File: config.mk
export PLATFORM = sky130hd
export DESIGN_NAME = cmls_front
export DESIGN_NICKNAME = d
export VERILOG_FILES = /design/src/rtl/cmls_pkg.sv /design/src/rtl/cmls_front.sv
export SDC_FILE = /design/constraint.sdc
export NUM_CORES = 1
export LEC_CHECK = 0
export ABC_AREA = 1
export BUFFER_PORTS_ARGS = -buffer_cell sky130_fd_sc_hd__buf_2
export CORE_UTILIZATION = 60
export DETAILED_ROUTE_END_ITERATION = 8
export GPL_TIMING_DRIVEN = 0
export PLACE_DENSITY = 0.87
export SLEW_MARGIN = 20
export SYNTH_ARGS = -nofsm -noshare
export SYNTH_HDL_FRONTEND = slang
export SYNTH_SLANG_ARGS = --single-unit
File: constraint.sdc
create_clock -name clk_i -period 9.92 [get_ports clk_i]
set_input_delay 1.984 -clock clk_i [delete_from_list [all_inputs] [get_ports clk_i]]
set_output_delay 1.984 -clock clk_i [all_outputs]
set_load 0.02 [all_outputs]
File: src/rtl/cmls_pkg.sv
// ----------------------------------------------------------------------------
// cmls_pkg
// Shared types and constants for the categorical mixture log score block.
// ----------------------------------------------------------------------------
package cmls_pkg;

  localparam int unsigned SCORE_FRAC_BITS = 16;
  localparam int unsigned LOG2_FRAC       = 24;
  localparam int unsigned LN_SHIFT        = LOG2_FRAC + 32 - SCORE_FRAC_BITS;
  localparam logic [31:0] LN2_Q32         = 32'd2977044472;
  localparam logic [31:0] ONE_Q32         = 32'hFFFF_FFFF;
  localparam logic [31:0] LOG_MIN         = 32'h8000_0000;

  // term handed from front to back
  typedef struct packed {
    logic [31:0] term;
    logic        is_one;
    logic        last;
  } term_t;

  typedef enum logic [1:0] {
    F_IDLE,
    F_DIV,
    F_PUSH
  } front_state_e;

  typedef enum logic [2:0] {
    B_IDLE,
    B_PROD,
    B_NORM,
    B_SQR,
    B_LN,
    B_ACC,
    B_FIN
  } back_state_e;

endpackage

File: src/rtl/cmls_front.sv
// ----------------------------------------------------------------------------
// cmls_front
// Accepts one variable beat, classifies match/mismatch and forms the term.
// ----------------------------------------------------------------------------
module cmls_front (
  input  logic            clk_i,
  input  logic            rst_ni,
  input  logic            push_i,
  output logic            full_o,
  input  logic [7:0]      sample_category_i,
  input  logic [7:0]      major_category_i,
  input  logic [15:0]     scatter_q16_i,
  input  logic [7:0]      category_count_i,
  input  logic            last_variable_i,
  output logic            q_push_o,
  input  logic            q_full_i,
  output cmls_pkg::term_t q_data_o
);
  import cmls_pkg::*;

  front_state_e state_q, state_d;
  logic [31:0]  num_q, num_d;    // dividend shifting out, quotient shifting in
  logic [7:0]   rem_q, rem_d;
  logic [7:0]   div_q, div_d;
  logic [4:0]   cnt_q, cnt_d;
  logic         one_q, one_d;
  logic         last_q, last_d;
  logic [8:0]   trial;

  always_ff @(posedge clk_i or negedge rst_ni) begin
    if (!rst_ni) begin
      state_q <= F_IDLE;
    end else begin
      state_q <= state_d;
    end
  end

  always_ff @(posedge clk_i) begin
    num_q  <= num_d;
    rem_q  <= rem_d;
    div_q  <= div_d;
    cnt_q  <= cnt_d;
    one_q  <= one_d;
    last_q <= last_d;
  end

  always_comb begin
    state_d  = state_q;
    num_d    = num_q;
    rem_d    = rem_q;
    div_d    = div_q;
    cnt_d    = cnt_q;
    one_d    = one_q;
    last_d   = last_q;
    full_o   = (state_q != F_IDLE);
    q_push_o = 1'b0;
    trial    = {rem_q, num_q[31]};
    case (state_q)
      F_IDLE: begin
        if (push_i) begin
          last_d = last_variable_i;
          cnt_d  = '0;
          rem_d  = '0;
          if (sample_category_i == major_category_i) begin
            one_d   = (scatter_q16_i == 16'd0);
            num_d   = {16'd65535 - scatter_q16_i + 16'd1, 16'd0};
            state_d = F_PUSH;
          end else begin
            one_d   = 1'b0;
            num_d   = {scatter_q16_i, 16'd0};
            div_d   = (category_count_i >= 8'd2) ? category_count_i - 8'd1 : 8'd1;
            state_d = F_DIV;
          end
        end
      end
      F_DIV: begin
        // remainder stays below the divisor, so it fits 8 bits
        if (trial >= {1'b0, div_q}) begin
          rem_d = 8'(trial - {1'b0, div_q});
          num_d = {num_q[30:0], 1'b1};
        end else begin
          rem_d = trial[7:0];
          num_d = {num_q[30:0], 1'b0};
        end
        cnt_d = cnt_q + 5'd1;
        if (cnt_q == 5'd31) begin
          state_d = F_PUSH;
        end
      end
      F_PUSH: begin
        if (!q_full_i) begin
          q_push_o = 1'b1;
          state_d  = F_IDLE;
        end
      end
      default: state_d = F_IDLE;
    endcase
  end

  assign q_data_o = '{term: num_q, is_one: one_q, last: last_q};

endmodule

Word level (Yosys, flattened, before mapping)
Index checks and enable logic that the tools add are counted.
Cells by class
  add/subtract/negate cells: 5
  $lt $le $gt $ge: 2
  equality and inequality tests: 7
  multiplexer cells: 16
  bitwise logic cells: 1
  reduce and logical (&&, ||, !) cells: 8
Operators by type and width (number)
  32-bit 2-to-1 mux: 2
  32-bit case mux with 2 select lines: 1
  16-bit by 1-bit adder with 16-bit output (second input constant): 1
  16-bit logical NOT: 1
  8-bit 2-to-1 mux: 2
  8-bit case mux with 2 select lines: 1
  16-bit subtractor (first input constant): 1
  5-bit case mux with 2 select lines: 1
  9-bit by 8-bit >= comparator with 1-bit output: 1
  8-bit == test: 1
  8-bit by 2-bit >= comparator with 1-bit output (second input constant): 1
  2-bit 2-to-1 mux: 4
  8-bit by 1-bit subtractor with 8-bit output (second input constant): 1
  8-bit subtractor: 1
  2-bit != test (second input constant): 3
  2-bit case mux with 3 select lines: 1
  3-bit AND reduction: 2
  5-bit by 1-bit adder with 5-bit output (second input constant): 1
  5-bit == test (second input constant): 1
  5-bit 2-to-1 mux: 1
  2-bit AND reduction: 2
  2-bit nonzero test: 2
  1-bit 2-to-1 mux: 3
  2-bit by 1-bit == test with 1-bit output (second input constant): 1
  3 further kinds: 3
Word-level totals
  register bits after elaboration: 57
  input port bits: 45
  output and inout port bits: 36
  word-level logic and storage cells: 46

Longest topological paths before layout
  depth after elaboration: 5
  gate-level depth with buffers: 12
  gate-level depth less buffers: 12

Worst setup path before layout
No wires, ideal clock.
  path kind: in2reg
  start point: input push_i
  end point: register cnt_q[0] (enable)
  library setup time: 0.464 ns
  data arrival time: 4.282 ns
  required time: 9.456 ns
  setup slack: 5.174 ns
  stages on the path: 2
  path buffers: 0
  cells stage by stage: inv_1 a21oi_1
On the way
  cells in the longest elaborated chain, start to end: 2
RTL lines
  from (decl): line cmls_front.sv:8  | input logic push_i,
  2-bit != test (no line)
  2-bit AND reduction (no line)
  to (signal assigned): line cmls_front.sv:42  | cnt_q <= cnt_d;
  to (decl): line cmls_front.sv:25  | logic [4:0] cnt_q, cnt_d;
Every way passes these cells.
A chain may end at the register's enable or synchronous reset.

Worst setup path after layout
  start point: input q_full_i
  end point: output q_push_o
On the way
  cells in the longest elaborated chain, start to end: 2
RTL lines
  from (decl): line cmls_front.sv:16  | input logic q_full_i,
  1-bit 2-to-1 mux: line cmls_front.sv:91  | if (!q_full_i) begin
  1-bit 2-to-1 mux: line cmls_front.sv:58  | case (state_q)
  to (decl): line cmls_front.sv:15  | output logic q_push_o,
Every way passes these cells.

==> flow_results.org <==
** Run status
- The flow ran to the end, and the final reports show no timing, DRC or antenna violations.

** Critical path
- In this run the critical register-to-register path is launched from rem_q[2].
- Reg2Reg Capture Point :: rem_q[1]
- Counting buffers and inverters, the worst setup path is 3 cells deep.
- Reg2Reg Depth :: 10
- For the worst setup path, the data required time is 7.94 ns.
- Sort of element at the start of the critical path :: input pin
- Reg-to-reg slack, setup :: 7.90 ns
- Most common cell type on the critical path :: buf_2
- Crit Path Max Fanout :: 2
- For the worst setup path, the data arrival time is 2.38 ns.
- The critical path is of the in2out type.
- Critical-path cell with the highest stage delay :: buf_2
- In this design, the stage delay of the slowest critical-path cell is 0.18 ns.
- Buffers and inverters on the worst path :: 2
- Grouping stages by cell kind, the critical path spends the most delay in buffers and inverters.
- Type of destination of the critical path :: output port
- CP Cell Sequence :: buf_2 -> nor2_1 -> buf_2

** Clock network
- Buffers inserted to repair hold after CTS numbered 0.
- Post-CTS resize count :: 0
- Clock latency on the worst-skew pair :: approximately 0.36 ns
- CTS root buffer :: clkbuf_8
- In this run the post-CTS setup repair buffer count came out at 0.
- Clock input transition at the sequential cells of the worst setup and hold paths :: 0.07 ns
- Num CTS Buffers :: 9
- Clock tree sinks :: 57
- TritonCTS clock tree :: yes
- The H-tree generated during clock tree synthesis spans 3 levels.
- Clock Path Buffers :: 2

** Floorplan
- Measured along the x axis, the die boundary spans 81.87 um.
- Num rows :: 28
- The initial utilization of the core area, before any placement, comes to 0.6352.
- Placeable core region :: 6026 sq um
- Area enclosed by the die boundary :: 6703 sq um
- The die is 81.87 um tall.
- IO Pins :: 81

** GRT
- Number of antenna violations at the first check in global routing :: 0
- Overall global routing resource usage :: 0.2951
- The first global-routing pass estimated around 15 mm of wire.
- The via count of the first global-routing pass came to 3310.
- Maximum number of pins on one net before global-route repair :: 25
- For this run the aggregate overflow at the end of global routing stands at 0.

** Detailed routing
- The detail route stage leaves a number of antenna-violating nets equal to 0.
- In the routed design, unresolved DRC markers number 0.
- In the final routed layout, each cell accounts on average for 12.82 um.
- The detailed router placed 3595 vias in this run.
- Drt total wl :: 8.973 mm
- Vias per std cell :: 5.136
- Router iterations before antenna repair :: 5
- Drt initial violations :: 276

** Pwr
- IR analysis of the VDD net gives a maximum drop of 0.2846 mV.
- Dividing total power by cell area gives a power density of 297.2 nW/um^2.
- For this design the static power due to leakage is 2.472 nW.

** Job
- The tool flagged a number of max-cap violations equal to 0.

** Timing
- The routed design could run at a clock period as short as between 4 and 5 ns.
- On the final layout, the worst hold slack is 0.5475 ns.
- Worst-Margin Slew :: between 0.4 and 0.5 ns
- The worst path meets setup with 5.554 ns of slack.
- Timing would allow up to 229.1 MHz.
- Final setup violating endpoints :: 0
- Total Neg Setup Slack :: 0 ns
- Setup repair after global routing left no endpoint under its margin.
- Clock skew on the completed layout was measured at 0.01375 ns.
- The number of pins exceeding their max-slew limit in the final report was 0.
- Part of the cycle the worst path needs :: 0.4401
- Headroom to the max-slew limit :: 0.7233
- The final hold violation count was 0.

** Yosys
- Post-synthesis cell type count :: 29
- A synthesized cell averages 7.263 sq um.
- The mapped netlist covers 3827 sq um.
- Gate Count Post-Synth :: 527
- Yosys printed 0 warnings.
- The number of nets handed over by synthesis was 586.
- Of the synthesized area, sequential elements account for 0.4446.
- Number of flip-flops and latches in the synthesized netlist :: 57

** Finish
- The repair_antennas step left the layout with diodes totalling 0.
- Share of post-route cells with drive strength above 1 :: 0.2000
- The final layout contains 679 nets.
- Most common cell after layout, fill and taps aside :: nand2_1
- Area delta synth->final :: 19.97%
- The top cell types in the final layout, fill and taps aside, are nand2_1, inv_1, nor2_1, buf_2, edfxtp_1.

** Worst hold path
- Start point of the worst min-delay path :: num_q[23]
- The path with the worst hold slack has its endpoint at num_q[24].
- Number of instances on the worst hold path :: 2
- The path class of the tightest hold or removal check is reg2reg.

** Placed design
- The HPWL after detailed placement is 6.645 mm.
- Routability-driven placement finished with a final weighted congestion of 0.9504.
- Place WS :: 5.554 ns
- In this run the tool buffered the top-level ports with 80 buffer cells.
registers in the layout (all words and copies together), names as in the netlist:
register / count
num_q: 32
div_q: 8
rem_q: 8
cnt_q: 5
state_q: 2
last_q: 1
one_q: 1
power breakdown:
group          switching (mW)  internal [mW]
Sequential             0.0603          0.426
Clock                   0.108          0.118
Combinational           0.429          0.224
routing by layer:
layer | share of wire | global-route usage | routed length [um]
met2 | 0.49 | 0.5050 | 4426
met4 | 0.030 | 0.1421 | 270
met1 | 0.40 | 0.3459 | 3623
met3 | 0.073 | 0.06778 | 654
met5 | 0 | 0.01667 | 0
cell families after synthesis:
| family | count (synthesis) | share of synthesized area |
|---|---|---|
| buffers and inverters | 106 | 0.1164 |
| AOI/OAI and AO/OA | 23 | 0.03203 |
| adders and majority gates | 14 | 0.04773 |
| DFF | 57 | 0.4446 |
| and+or+nand+nor | 316 | 0.3341 |
| xor gates and xnor gates | 11 | 0.02517 |
Yosys cell counts, drive strengths merged:
cell type | instances | area (sq um)
nand3 | 19 | 105.1
buf | 9 | 71.31
a21oi | 6 | 30.03
ha | 13 | 162.7
o21bai | 3 | 22.52
o21ai | 14 | 70.06
or2 | 2 | 12.51
nor3 | 2 | 15.01
nand4 | 4 | 25.02
xor2 | 5 | 43.79
fa | 1 | 20.02
dfrtp | 2 | 50.05
inv | 95 | 356.6
clkbuf | 2 | 17.51
xnor2 | 6 | 52.55
edfxtp | 55 | 1652
nand2 | 201 | 764.5
nor2 | 88 | 356.6
metrics by stage:
step	power (mW)	std cells	utilization	area [sq um]
2_1_floorplan	0.9191	527	-	3827
3_3_place_gp	1.076	682	0.7172	4322
3_5_place_dp	1.129	684	0.7282	4388
4_1_cts	1.363	700	0.7620	4592
5_1_grt	1.464	700	0.7620	4592
6_report	1.365	700	0.7620	4592
layout make-up:
cell class | count | area, sq um
inverter | 95 | 356.6
clock inverter | 7 | 80.08
clock buffer | 9 | 123.9
tap | 75 | 93.84
fill | 465 | 1434
multi-input combinational | 364 | 1692
buffer | 11 | 88.84
sequential | 57 | 1702
timing repair buffer | 82 | 455.4
worst max path at each step:
stage,start,endpoint,slack [ns]
finish,q_full_i,q_push_o,5.55
detailed placement,q_full_i,q_push_o,5.55
floorplan,push_i,cnt_q[0],5.17
global route,q_full_i,q_push_o,5.53
CTS,q_full_i,q_push_o,5.55
global placement,push_i,num_q[26],4.19
worst register-to-register path, cell delays in order (launching register included):
cell and delay, ns:
edfxtp_1 0.42, ha_1 0.38, nand2_1 0.12, inv_2 0.05, nand2_1 0.10, nand3_2 0.09
nand2_1 0.06, nand2_1 0.09, buf_6 0.15, o21ai_0 0.22, nor2_1 0.08
No activity file was read; power rests on OpenSTA's default activity.
