===== src/rtl/cmls_pkg.sv =====
// ----------------------------------------------------------------------------
// cmls_pkg
// Shared types and constants for the categorical mixture log score block.
// ----------------------------------------------------------------------------
package cmls_pkg;

  localparam int unsigned SCORE_FRAC_BITS = 16;
  localparam int unsigned LOG2_FRAC       = 24;
  localparam int unsigned LN_SHIFT        = LOG2_FRAC + 32 - SCORE_FRAC_BITS;
  localparam logic [31:0] LN2_Q32         = 32'd2977044472;
  localparam logic [31:0] ONE_Q32         = 32'hFFFF_FFFF;
  localparam logic [31:0] LOG_MIN         = 32'h8000_0000;

  // term handed from front to back
  typedef struct packed {
    logic [31:0] term;
    logic        is_one;
    logic        last;
  } term_t;

  typedef enum logic [1:0] {
    F_IDLE,
    F_DIV,
    F_PUSH
  } front_state_e;

  typedef enum logic [2:0] {
    B_IDLE,
    B_PROD,
    B_NORM,
    B_SQR,
    B_LN,
    B_ACC,
    B_FIN
  } back_state_e;

endpackage


===== src/rtl/cmls_fifo.sv =====
// ----------------------------------------------------------------------------
// cmls_fifo
// Two-entry term queue between front and back.
// ----------------------------------------------------------------------------
module cmls_fifo (
  input  logic            clk_i,
  input  logic            rst_ni,
  input  logic            push_i,
  output logic            full_o,
  input  cmls_pkg::term_t data_i,
  input  logic            pop_i,
  output logic            empty_o,
  output cmls_pkg::term_t data_o
);
  import cmls_pkg::*;

  term_t      mem_q [2];
  logic       wptr_q, rptr_q;
  logic [1:0] cnt_q;
  logic       do_push, do_pop;

  assign full_o  = (cnt_q == 2'd2);
  assign empty_o = (cnt_q == 2'd0);
  assign do_push = push_i && !full_o;
  assign do_pop  = pop_i && !empty_o;
  assign data_o  = mem_q[rptr_q];

  always_ff @(posedge clk_i or negedge rst_ni) begin
    if (!rst_ni) begin
      wptr_q <= 1'b0;
      rptr_q <= 1'b0;
      cnt_q  <= 2'd0;
    end else begin
      if (do_push) wptr_q <= ~wptr_q;
      if (do_pop)  rptr_q <= ~rptr_q;
      cnt_q <= cnt_q + {1'b0, do_push} - {1'b0, do_pop};
    end
  end

  always_ff @(posedge clk_i) begin
    if (do_push) mem_q[wptr_q] <= data_i;
  end

endmodule


===== config.mk =====
export PLATFORM = sky130hd
export DESIGN_NAME = cmls_fifo
export DESIGN_NICKNAME = d
export VERILOG_FILES = /design/src/rtl/cmls_pkg.sv /design/src/rtl/cmls_fifo.sv
export SDC_FILE = /design/constraint.sdc
export NUM_CORES = 1
export LEC_CHECK = 0
export ABC_CLOCK_PERIOD_IN_PS = 6700
export BUFFER_PORTS_ARGS = -buffer_cell sky130_fd_sc_hd__clkbuf_2
export CORE_UTILIZATION = 56
export CTS_CLUSTER_DIAMETER = 50
export DETAILED_ROUTE_END_ITERATION = 8
export GPL_TIMING_DRIVEN = 0
export HOLD_SLACK_MARGIN = 0.12
export PLACE_DENSITY_LB_ADDON = 0.12
export REMOVE_ABC_BUFFERS = 1
export SLEW_MARGIN = 25
export SYNTH_ARGS = -nofsm -noshare
export SYNTH_HDL_FRONTEND = slang
export SYNTH_SLANG_ARGS = --single-unit

===== constraint.sdc =====
create_clock -name clk_i -period 6.7 [get_ports clk_i]
set_input_delay 0.335 -clock clk_i [delete_from_list [all_inputs] [get_ports clk_i]]
set_output_delay 0.335 -clock clk_i [all_outputs]
set_load 0.05 [all_outputs]

== Word-level counts from Yosys, hierarchy flattened ==
Memories as Yosys holds them, arrays and structs flattened.
Index checks and enable logic that the tools add are counted.
Word-level totals
  register bits: 4
  RAM bits: 68
  input port bits: 38
  output and inout port bits: 36
  logic and storage cells: 16
  memories: 1
Operators by class
  add/subtract/negate cells: 2
  equality and inequality tests: 1
  muxes and demuxes: 2
  bitwise logic cells: 2
  reduce and logical (&&, ||, !) cells: 5
Memories
  mem_q: words 2, width 34, read ports 1, clocked after memory_dff 0, write ports 1, RTL line cmls_fifo.sv:17  | term_t mem_q [2];
Operators with widths (number)
  $add 2x1->2: 1
  $eq 2x2->1 const B: 1
  $logic_and 1x1->1: 2
  $logic_not 1->1: 2
  $logic_not 2->1: 1
  $mux 1: 2
  $not 1->1: 2
  $sub 2x1->2: 1

== Logic depth before layout (Yosys ltp) ==
Gate-level depths: netlist of the first run.
  depth after elaboration: 5
  gate-level depth with buffers: 7
  mapped depth without buffers: 7

== Worst setup path before layout of the first run ==
OpenSTA, ideal clock, no wires.
  kind: register to register
  start point: register cnt_q[1]
  end point: memory mem_q[0][0] (netlist bit), enable pin
  setup time: 0.425 ns
  data arrival time: 2.033 ns
  data required time: 6.275 ns
  setup slack: 4.242 ns
  stages on the path, launching flop included: 4
  buffers on the path: 0
  clock period less this slack: 2.458 ns
  cells stage by stage: dfrtp_1 -> nand2b_1 -> nand2_1 -> nor2_1
Between the ends
  word-level cells in the longest chain between the ends: 5
Ends and longest elaborated chain
  start, declared: RTL line cmls_fifo.sv:19  | logic [1:0] cnt_q;
  start signal, assigned: RTL line cmls_fifo.sv:36  | cnt_q <= cnt_q + {1'b0, do_push} - {1'b0, do_pop};
  $eq 2x2->1: RTL line cmls_fifo.sv:22  | assign full_o = (cnt_q == 2'd2);
  $logic_not 1->1: RTL line cmls_fifo.sv:24  | assign do_push = push_i && !full_o;
  $logic_and 1x1->1: RTL line cmls_fifo.sv:24
  $mux 1: RTL line cmls_fifo.sv:41  | if (do_push) mem_q[wptr_q] <= data_i;
  $mux 1 (not written as such): RTL line cmls_fifo.sv:41
  end, declared: RTL line cmls_fifo.sv:17
Every way passes these cells.

==> results.py, run 1 <==
metrics = {
    "worst_setup_path": {
        "cp_cell_sequence": "buf_12, mux2_2, clkbuf_2",
        "required_ns": 6.36,
        "critPathKind": "reg -> out",
        "worst_setup_path_end_kind": "output pin",
        "slowest_stage": "dfrtp_2",
        "r2r-end": "cnt_q[1]$_DFF_PN0_",
        "crit_fanout": 23,
        "cp_data_arrival_time_ns": 1.81,
        "rr_worst_depth": 7,
        "critPathLaunchType": "register",
        "rr_startpoint": "cnt_q[1]$_DFF_PN0_",
        "crit_family": "flip-flops",
        "max_stage_delay_ns": 0.63,
        "r2r_slack_ns": 5.09,
        "crit_buf_inv": 2,
    },
    "logic_synthesis": {
        "synth-compound-area-share": 0,
        "yosysTopAreaCell": "edfxtp_1",
        "synthMuxAreaShare": 0.175,
        "synth_adder_area_share": 0.00892,
        "synthCells": 124,
        "yosys_warnings": 0,
        "syn_avg_cell_area_um2": 22.6,
        "synthSimpleGateAreaFrac": 0.0116,
        "ys_top_cells_by_area": "edfxtp_1 (73%), mux2_4 (16%), dfrtp_1 (3.6%)",
        "seq_area_frac_synth": 0.764,
        "synthXorXnorAreaFrac": 0.0125,
        "ys_ff_latch": 72,
        "synth.distinct_cells": 15,
        "synthesis.area_mm2": 0.00281,
        "yosysTopAreaCellShare": 0.728,
        "synth_top_family_by_area": "multiplexers",
    },
    "floorplanning": {
        "boundaryPins": 74,
        "initial_core_util": 0.586,
        "die_width_um": 72.8,
        "rows": 25,
        "design.core.area_mm2": 0.00479,
        "die_h_um": 72.8,
        "fp.dieArea_mm2": 0.00530,
    },
    "sta": {
        "fin_ws_ns": 4.55,
        "drv_slew": 0,
        "clock-skew-final_ns": 0.00759,
        "fin_crit_sh": 0.320,
        "maxSlewHeadroom": 0.703,
        "fin_crit_ns": 2.15,
        "finalHoldViolations": 0,
        "setup_tns_ns": 0,
        "setup_viol": 0,
        "rsz0062_at_grt": "false",
        "whs_ns": 0.182,
        "fmax_mhz": 466,
        "tightest_slew_ns": 0.445,
    },
    "hold_path": {
        "min_path_cells": 1,
        "holdCritPathClass": "in -> reg",
        "holdCritStartpoint": "data_i[29]",
        "hold_end": "mem_q[0][29]$_DFFE_PP_",
    },
    "cells_and_area": {
        "final_layout_size_suffix_gt1_frac": 0.601,
        "antenna_cells": 0,
        "stdcell_count": 280,
        "final_cell_mix": "clkbuf_2 (73), edfxtp_1 (68), mux2_4 (29), clkbuf_8 (9), mux2_2 (5)",
        "area_delta_synth_final_pct": 24.4,
        "layout_commonest_cell": "clkbuf_2",
        "nets": 248,
        "post-route-cell-area_mm2": 0.00349,
    },
    "power_and_ir_drop": {
        "peakVddDrop_v": 0.000392,
        "powerDensity_mw_per_mm2": 524,
        "leakage_nw": 1.44,
    },
    "cts": {
        "clk_latency_ns": 0.34,
        "cts_tree": "done",
        "root_buffer": "clkbuf_8",
        "clkTransAtPathRegs_ns": 0.07,
        "post_cts_resized": 0,
        "clk_path_buf_depth": 2,
        "htreeDepth": 3,
        "cts-buffers-inserted": 9,
        "clock-sinks": 72,
    },
    "grt": {
        "grt_pass1_wl_mm": 6.60,
        "overflow": 0,
        "grt_pass1_vias": 1450,
        "grt_max_degree": 24,
        "grt_use_total": 0.180,
        "antenna_found_initial": 0,
    },
    "drt": {
        "vias_per_cell": 4.97,
        "drc_errors": 0,
        "vias": 1392,
        "ant_nets": 0,
        "dr.pass1.iters": 4,
        "wl_per_cell_um": 15.6,
        "drtIter0Drc": 67,
        "finalWirelength_mm": 4.36,
    },
    "placed_design": {
        "numPortBuffers": 73,
        "dp_hpwl_mm": 3.03,
        "post-place-ws_ns": 4.89,
        "gp_congestion": 0.632,
        "dp.cells": 263,
        "placed_area_mm2": 0.00327,
    },
    "run": {
        "drv_cap": 0,
    },
    "status": {
        "status": "finished, final reports clean",
    },
}
==> Yosys cell counts <==
| library cell | count |
|---|---|
| edfxtp_1 | 68 |
| mux2_4 | 29 |
| mux2_2 | 5 |
| dfrtp_1 | 4 |
| buf_12 | 3 |
| xnor2_1 | 3 |
| ha_1 | 2 |
| inv_1 | 2 |
| nor2_1 | 2 |
| and3_1 | 1 |
| buf_6 | 1 |
| nand2_1 | 1 |
| nand2b_1 | 1 |
| nor2b_2 | 1 |
| xor2_1 | 1 |
==> registers in the layout, indices dropped and copies added, names as in the netlist <==
| signal | cells |
|---|---|
| cnt_q | 2 |
| mem_q | 68 |
| rptr_q | 1 |
| wptr_q | 1 |
==> repair_timing <==
action	CTS	global route
hold buffers	1	0
setup buffers	0	0
hold endpoints to repair	4	0
==> final cells by class <==
cell class              instances  area, µm²
inverters                       2       7.51
repair buffers                 77        450
clock inverters                 7       86.3
flip-flops and latches         72       2140
well taps                      67       83.8
fillers                       301       1300
clock buffers                   9        124
multi-input cells              46        593
==> cell families after synthesis <==
family | after synthesis
xor+xnor | 4
flops | 72
fa+ha+maj | 2
buf+inv | 6
mux | 34
simple gates | 6
==> where the power goes <==
part / switching (W) / internal, W
sequential: 0.0000532 / 0.000617
clock: 0.000150 / 0.000206
combinational: 0.000530 / 0.000270
==> layer usage <==
metal	part of all wire	global-route usage	up-vias
li1	-	-	651
met1	0.37	0.186	688
met2	0.56	0.319	45
met3	0.057	0.0552	8
met4	0.019	0.111	0
met5	0	0	-
==> how the worst max path moves through the flow <==
stage,start,endpoint,cells after the start
2_1_floorplan,cnt_q[1]$_DFF_PN0_,mem_q[0][0]$_DFFE_PP_,3
3_3_place_gp,cnt_q[1]$_DFF_PN0_,mem_q[0][29]$_DFFE_PP_,3
3_5_place_dp,rptr_q$_DFFE_PN0P_,data_o[33],3
4_1_cts,rptr_q$_DFFE_PN0P_,data_o[33],3
5_1_grt,rptr_q$_DFFE_PN0P_,data_o[33],3
6_report,rptr_q$_DFFE_PN0P_,data_o[33],3
==> per-stage QoR <==
stage                     total power [W]  utilization
after detailed placement          0.00149        0.683
final                             0.00183        0.729
after floorplan                   0.00131            -
after CTS                         0.00185        0.729
after global routing              0.00190        0.729
after global placement            0.00144        0.665
(Power assumes the default switching activity.)
==> run 2, diff against run 1 <==
- ABC_CLOCK_PERIOD_IN_PS: 6700 -> 2000
- CORE_UTILIZATION: 56 -> 52
- clock period: 6.7 -> 2 ns (I/O delays scaled with it)
==> run 2 against run 1 <==
Net effect: worst setup slack worse by 4.4 ns; utilization is 2.6 points higher; sequential share of layout area shrank 6.1 points; global-route usage grew 0.30 points; die area up 7.5%; critical endpoint is now data_o[2]; first-iteration DRC count is 7.5% higher; critical path depth unchanged.
==> results.py, run 2 (same netlist as run 1, synthesis figures left out) <==
metrics = {
    "cells_and_area": {
        "post-route-cell-area_mm2": 0.00388,
        "largest_register_ffs": 68,
        "area_delta_synth_final_pct": 38.3,
        "antenna_cells": 0,
        "fillers": 332,
        "regMostFlops": "mem_q",
        "final_layout_size_suffix_gt1_frac": 0.514,
        "final_cell_mix": "clkbuf_2 (73), edfxtp_1 (68), dlygate4sd3_1 (37), mux2_4 (29), clkbuf_8 (9)",
        "reg.largest.list": "mem_q (68), cnt_q (2)",
        "nets": 284,
        "layout_commonest_cell": "clkbuf_2",
    },
    "grt": {
        "grt_pass1_vias": 1568,
        "overflow": 0,
        "grt_pass1_wl_mm": 7.09,
        "grt_use_total": 0.183,
        "antenna_found_initial": 0,
        "grt_max_degree": 21,
    },
    "cts": {
        "root_buffer": "clkbuf_8",
        "cts_tree": "done",
        "clk_latency_ns": 0.32,
        "clkTransAtPathRegs_ns": 0.07,
        "cts-buffers-inserted": 9,
        "htreeDepth": 3,
        "clock-sinks": 72,
        "clk_path_buf_depth": 2,
    },
    "power_and_ir_drop": {
        "powerDensity_mw_per_mm2": 1630,
        "leakage_nw": 1.60,
        "peakVddDrop_v": 0.00116,
    },
    "worst_setup_path": {
        "rr_worst_depth": 4,
        "crit_fanout": 19,
        "rr_startpoint": "cnt_q[1]$_DFF_PN0_",
        "r2r-end": "mem_q[0][32]$_DFFE_PP_",
        "r2r_slack_ns": 0.32,
        "required_ns": 1.90,
        "worst_setup_path_end_kind": "output pin",
        "critPathLaunchType": "register",
        "critPathKind": "reg -> out",
        "cp_data_arrival_time_ns": 1.79,
    },
    "floorplanning": {
        "rows": 26,
        "boundaryPins": 74,
        "die_h_um": 75.4,
        "fp.dieArea_mm2": 0.00569,
        "design.core.area_mm2": 0.00514,
        "die_width_um": 75.4,
        "initial_core_util": 0.546,
    },
    "sta": {
        "drv_slew": 0,
        "finalHoldViolations": 0,
        "fmax_mhz": 528,
        "rsz0062_at_grt": "false",
        "setup_tns_ns": 0,
        "whs_ns": 0.176,
        "maxSlewHeadroom": 0.646,
        "fin_crit_ns": 1.89,
        "setup_viol": 0,
        "fin_crit_sh": 0.946,
        "clock-skew-final_ns": 0.00665,
        "tightest_slew_ns": 0.530,
    },
    "hold_path": {
        "hold_end": "wptr_q$_DFFE_PN0P_",
        "min_path_cells": 3,
        "holdCritPathClass": "in -> reg",
        "holdCritStartpoint": "push_i",
    },
    "drt": {
        "finalWirelength_mm": 4.90,
        "wl_per_cell_um": 15.4,
        "ant_nets": 0,
        "vias_per_cell": 4.71,
        "drtIter0Drc": 72,
        "dr.pass1.iters": 4,
        "drc_errors": 0,
        "vias": 1501,
    },
    "placed_design": {
        "dp_hpwl_mm": 3.09,
        "numPortBuffers": 73,
        "placed_area_mm2": 0.00327,
        "gp_congestion": 0.605,
    },
    "run": {
        "drv_cap": 0,
    },
    "status": {
        "status": "finished, final reports clean",
    },
}
[run 2: cell count changes in the layout (fill, tap and decap cells not counted)]
| cell | change |
|---|---|
| clkinv_2 | -1 |
| dlygate4sd3_1 | +36 |
| clkinvlp_4 | +1 |
| clkinv_4 | -1 |
| bufinv_16 | +1 |
| dfrtp_4 | +1 |
| dfrtp_2 | -1 |
[run 2: where the power goes]
| group | switching, W | internal (W) | total (W) |
|---|---|---|---|
| Combinational | 0.00178 | 0.000951 | 0.00273 |
| Sequential | 0.000201 | 0.00207 | 0.00228 |
| Clock | 0.000486 | 0.000817 | 0.00130 |
| Total | 0.00246 | 0.00384 | 0.00631 |
[run 2: timing repair]
item	4_1_cts	5_1_grt
endpoints found under the hold margin	73	0
buffers inserted	0	0
setup endpoints to repair	1	0
resized for setup	1	0
hold buffers	37	0
[run 2: worst max-delay path, stage by stage (launching register included)]
cell and delay, ns:
dfrtp_4 0.64, buf_12 0.24, mux2_2 0.35, clkbuf_2 0.24
[run 2: layout make-up]
type                            count  area (µm²)  share of cell area
Clock buffer                        9         124              0.0319
Clock inverter                      7         110              0.0284
Inverter                            2        7.51             0.00194
Multi-Input combinational cell     46         593               0.153
Sequential cell                    72        2150               0.553
Tap cell                           70        87.6              0.0226
Timing Repair Buffer              113         811               0.209
[run 2: layer usage]
| layer | share of wire | track usage | routed length [µm] |
|---|---|---|---|
| met3 | 0.038 | 0.0423 | 186 |
| met1 | 0.37 | 0.175 | 1830 |
| met5 | 0 | 0 | 0 |
| met2 | 0.58 | 0.361 | 2840 |
| met4 | 0.0076 | 0.0926 | 37 |
[run 2: through the flow]
step           instances  setup WS, ns  total power [W]  utilization
2_1_floorplan        120        -0.458          0.00438            -
3_3_place_gp         263         -1.09          0.00484        0.620
3_5_place_dp         266         0.332          0.00500        0.637
4_1_cts              319        0.0791          0.00636        0.755
5_1_grt              319        0.0384          0.00656        0.755
6_report             319         0.107          0.00631        0.755
[run 2: worst max path at each step]
stage / startpoint / depth (start not counted) / slack (ns) / to
5_1_grt: rptr_q$_DFFE_PN0P_ / 3 / 0.04 / data_o[2]
3_5_place_dp: rptr_q$_DFFE_PN0P_ / 3 / 0.33 / data_o[2]
3_3_place_gp: cnt_q[1]$_DFF_PN0_ / 3 / -1.09 / mem_q[0][31]$_DFFE_PP_
2_1_floorplan: cnt_q[1]$_DFF_PN0_ / 3 / -0.46 / mem_q[0][0]$_DFFE_PP_
4_1_cts: rptr_q$_DFFE_PN0P_ / 3 / 0.08 / data_o[2]
6_report: rptr_q$_DFFE_PN0P_ / 3 / 0.11 / data_o[2]
==> run 3, diff against run 2 <==
- ABC_AREA: not set -> 1
- ABC_CLOCK_PERIOD_IN_PS: 2000 -> 1800
- clock period: 2 -> 1.8 ns (I/O delays scaled with it)
==> run 3 against run 2 <==
Net effect: global-route usage is essentially flat; total power grew 7.4%; non-clock buffer count is the same; utilization shrank 1.8 points; largest cell class unchanged.
==> results.py, run 3 <==
metrics = {
    "worst_setup_path": {
        "required_ns": 1.71,
        "cp_data_arrival_time_ns": 1.66,
        "critPathKind": "reg -> out",
        "worst_setup_path_end_kind": "output pin",
        "critPathLaunchType": "register",
        "crit_fanout": 35,
    },
    "logic_synthesis": {
        "async_reset_ff_frac": 0.0556,
        "yosysTopAreaCellShare": 0.737,
        "synthesis.area_mm2": 0.00277,
        "seq_area_frac_synth": 0.773,
        "ys_top_cells_by_area": "edfxtp_1 (74%), nand2_1 (14%), dfrtp_1 (3.6%)",
        "syn_avg_cell_area_um2": 13.1,
        "synthCells": 211,
        "ys_ff_latch": 72,
        "yosysTopAreaCell": "edfxtp_1",
        "synth_edf_count": 68,
        "synth.distinct_cells": 12,
        "yosys_warnings": 0,
        "yosysMostFrequentCell": "nand2_1",
        "synthTopCellsByCount": "nand2_1 (105), edfxtp_1 (68), inv_1 (10), nand2_2 (10)",
        "ys.flop_type": "edfxtp_1",
    },
    "cells_and_area": {
        "regMostFlops": "mem_q",
        "reg.largest.list": "mem_q (68), cnt_q (2)",
        "area_delta_synth_final_pct": 35.8,
        "nets": 368,
        "largest_register_ffs": 68,
        "final_cell_mix": "nand2_1 (105), clkbuf_2 (73), edfxtp_1 (68), dlygate4sd3_1 (38), nand2_2 (10)",
        "final_layout_size_suffix_gt1_frac": 0.303,
        "antenna_cells": 0,
        "layout_commonest_cell": "nand2_1",
    },
    "sta": {
        "setup_viol": 0,
        "fin_crit_ns": 1.75,
        "fmax_mhz": 572,
        "fin_crit_sh": 0.971,
        "whs_ns": 0.481,
        "rsz0062_at_grt": "false",
        "maxSlewHeadroom": 0.502,
        "tightest_slew_ns": 0.745,
        "finalHoldViolations": 0,
        "drv_slew": 0,
        "clock-skew-final_ns": 0.00590,
    },
    "power_and_ir_drop": {
        "peakVddDrop_v": 0.00123,
        "p_total_w": 0.00677,
        "powerDensity_mw_per_mm2": 1800,
        "leakage_nw": 1.68,
    },
    "status": {
        "status": "finished, final reports clean",
    },
    "cts": {
        "clk_latency_ns": 0.34,
        "cts-buffers-inserted": 9,
        "cts_tree": "done",
        "htreeDepth": 3,
        "clk_path_buf_depth": 2,
        "clock-sinks": 72,
        "clkTransAtPathRegs_ns": 0.07,
        "root_buffer": "clkbuf_8",
    },
    "grt": {
        "grtUsageMet2": 0.322,
        "grt_use_total": 0.183,
        "grt_max_degree": 36,
        "antenna_found_initial": 0,
        "grt-busiest-layer": "met2",
        "grtUsageMet1": 0.195,
        "grt_pass1_wl_mm": 7.01,
        "grt_pass1_vias": 1634,
        "overflow": 0,
        "use_met3": 0.0428,
    },
    "floorplanning": {
        "initial_core_util": 0.543,
        "rows": 26,
        "die_h_um": 75.0,
        "die_width_um": 75.0,
        "boundaryPins": 74,
        "design.core.area_mm2": 0.00511,
        "fp.dieArea_mm2": 0.00563,
    },
    "drt": {
        "wl_per_cell_um": 12.0,
        "vias": 1814,
        "drc_errors": 0,
        "ant_nets": 0,
        "drtIter0Drc": 86,
        "finalWirelength_mm": 4.84,
        "dr.pass1.iters": 4,
        "vias_per_cell": 4.50,
    },
    "placed_design": {
        "gp_congestion": 0.737,
        "numPortBuffers": 73,
        "dp_hpwl_mm": 2.61,
    },
    "hold_path": {
        "holdCritPathClass": "in -> reg",
    },
    "run": {
        "drv_cap": 0,
    },
}
[run 3: cell types whose count changed in the layout (fill, tap and decap cells not counted), moves of 2 or more]
cell,delta
bufinv_16,-2
clkbuf_1,+2
inv_1,+7
mux2_2,-5
mux2_4,-29
nand2_1,+104
nand2_2,+10
nand3_1,+3
xnor2_1,-3
[run 3: repair_timing]
item	CTS	global route
hold endpoints to repair	74	0
endpoints found under the setup margin	34	0
buffers inserted	1	0
hold buffers	38	0
gates resized for setup	2	0
[run 3: power by group]
group          switching, W  internal [W]  total, W
sequential         0.000187       0.00230   0.00249
clock              0.000534      0.000627   0.00116
combinational       0.00244      0.000680   0.00312
[run 3: worst paths after layout]
check                                    from                      to  slack [ns]  depth (start not counted)
max                        rptr_q$_DFFE_PN0P_              data_o[11]        0.05                          4
min                                data_i[33]  mem_q[1][33]$_DFFE_PP_        0.48                          2
max reg2reg                cnt_q[1]$_DFF_PN0_  mem_q[1][24]$_DFFE_PP_        0.21                          4
min reg2reg                wptr_q$_DFFE_PN0P_      wptr_q$_DFFE_PN0P_        0.49                          2
max in group asynchronous              rst_ni      rptr_q$_DFFE_PN0P_        0.94                          3
min in group asynchronous              rst_ni      cnt_q[1]$_DFF_PN0_        0.65                          3
[run 3: final cells by class]
class / instances / area (µm²)
Timing Repair Buffer: 113 / 788
Multi-Input combinational cell: 121 / 508
Clock inverter: 5 / 47.5
Sequential cell: 72 / 2150
Tap cell: 70 / 87.6
Inverter: 11 / 53.8
Fill cell: 366 / 1350
Clock buffer: 11 / 131
[run 3: per-stage QoR]
stage | util | instance area, µm² | setup WS, ns | std cells | setup TNS, ns
finish | 0.737 | 3760 | 0.0518 | 403 | 0
global route | 0.737 | 3760 | 0.00678 | 403 | 0
CTS | 0.737 | 3760 | 0.0706 | 403 | 0
detailed placement | 0.623 | 3180 | 0.178 | 348 | 0
global placement | 0.616 | 3140 | -1.41 | 347 | -64.13
floorplan | - | 2690 | -0.620 | 204 | -21.08
[run 3: routing by layer]
metal	part of all wire	routed length, µm	vias up
met5	0	0	-
met4	0.016	78	0
met3	0.051	249	9
met2	0.51	2480	49
met1	0.42	2030	823
li1	-	-	933
[run 3: cells by family after synthesis]
| group | count (synthesis) | synth area share |
|---|---|---|
| fa+ha+maj | 2 | 0.00903 |
| flops | 72 | 0.773 |
| buf+inv | 18 | 0.0465 |
| simple gates | 119 | 0.172 |
[run 3: worst max-delay path, stage by stage (launching register included)]
cell and delay, ns:
dfrtp_4 0.62, inv_12 0.21, nand2_2 0.06, nand2_1 0.12, clkbuf_2 0.30
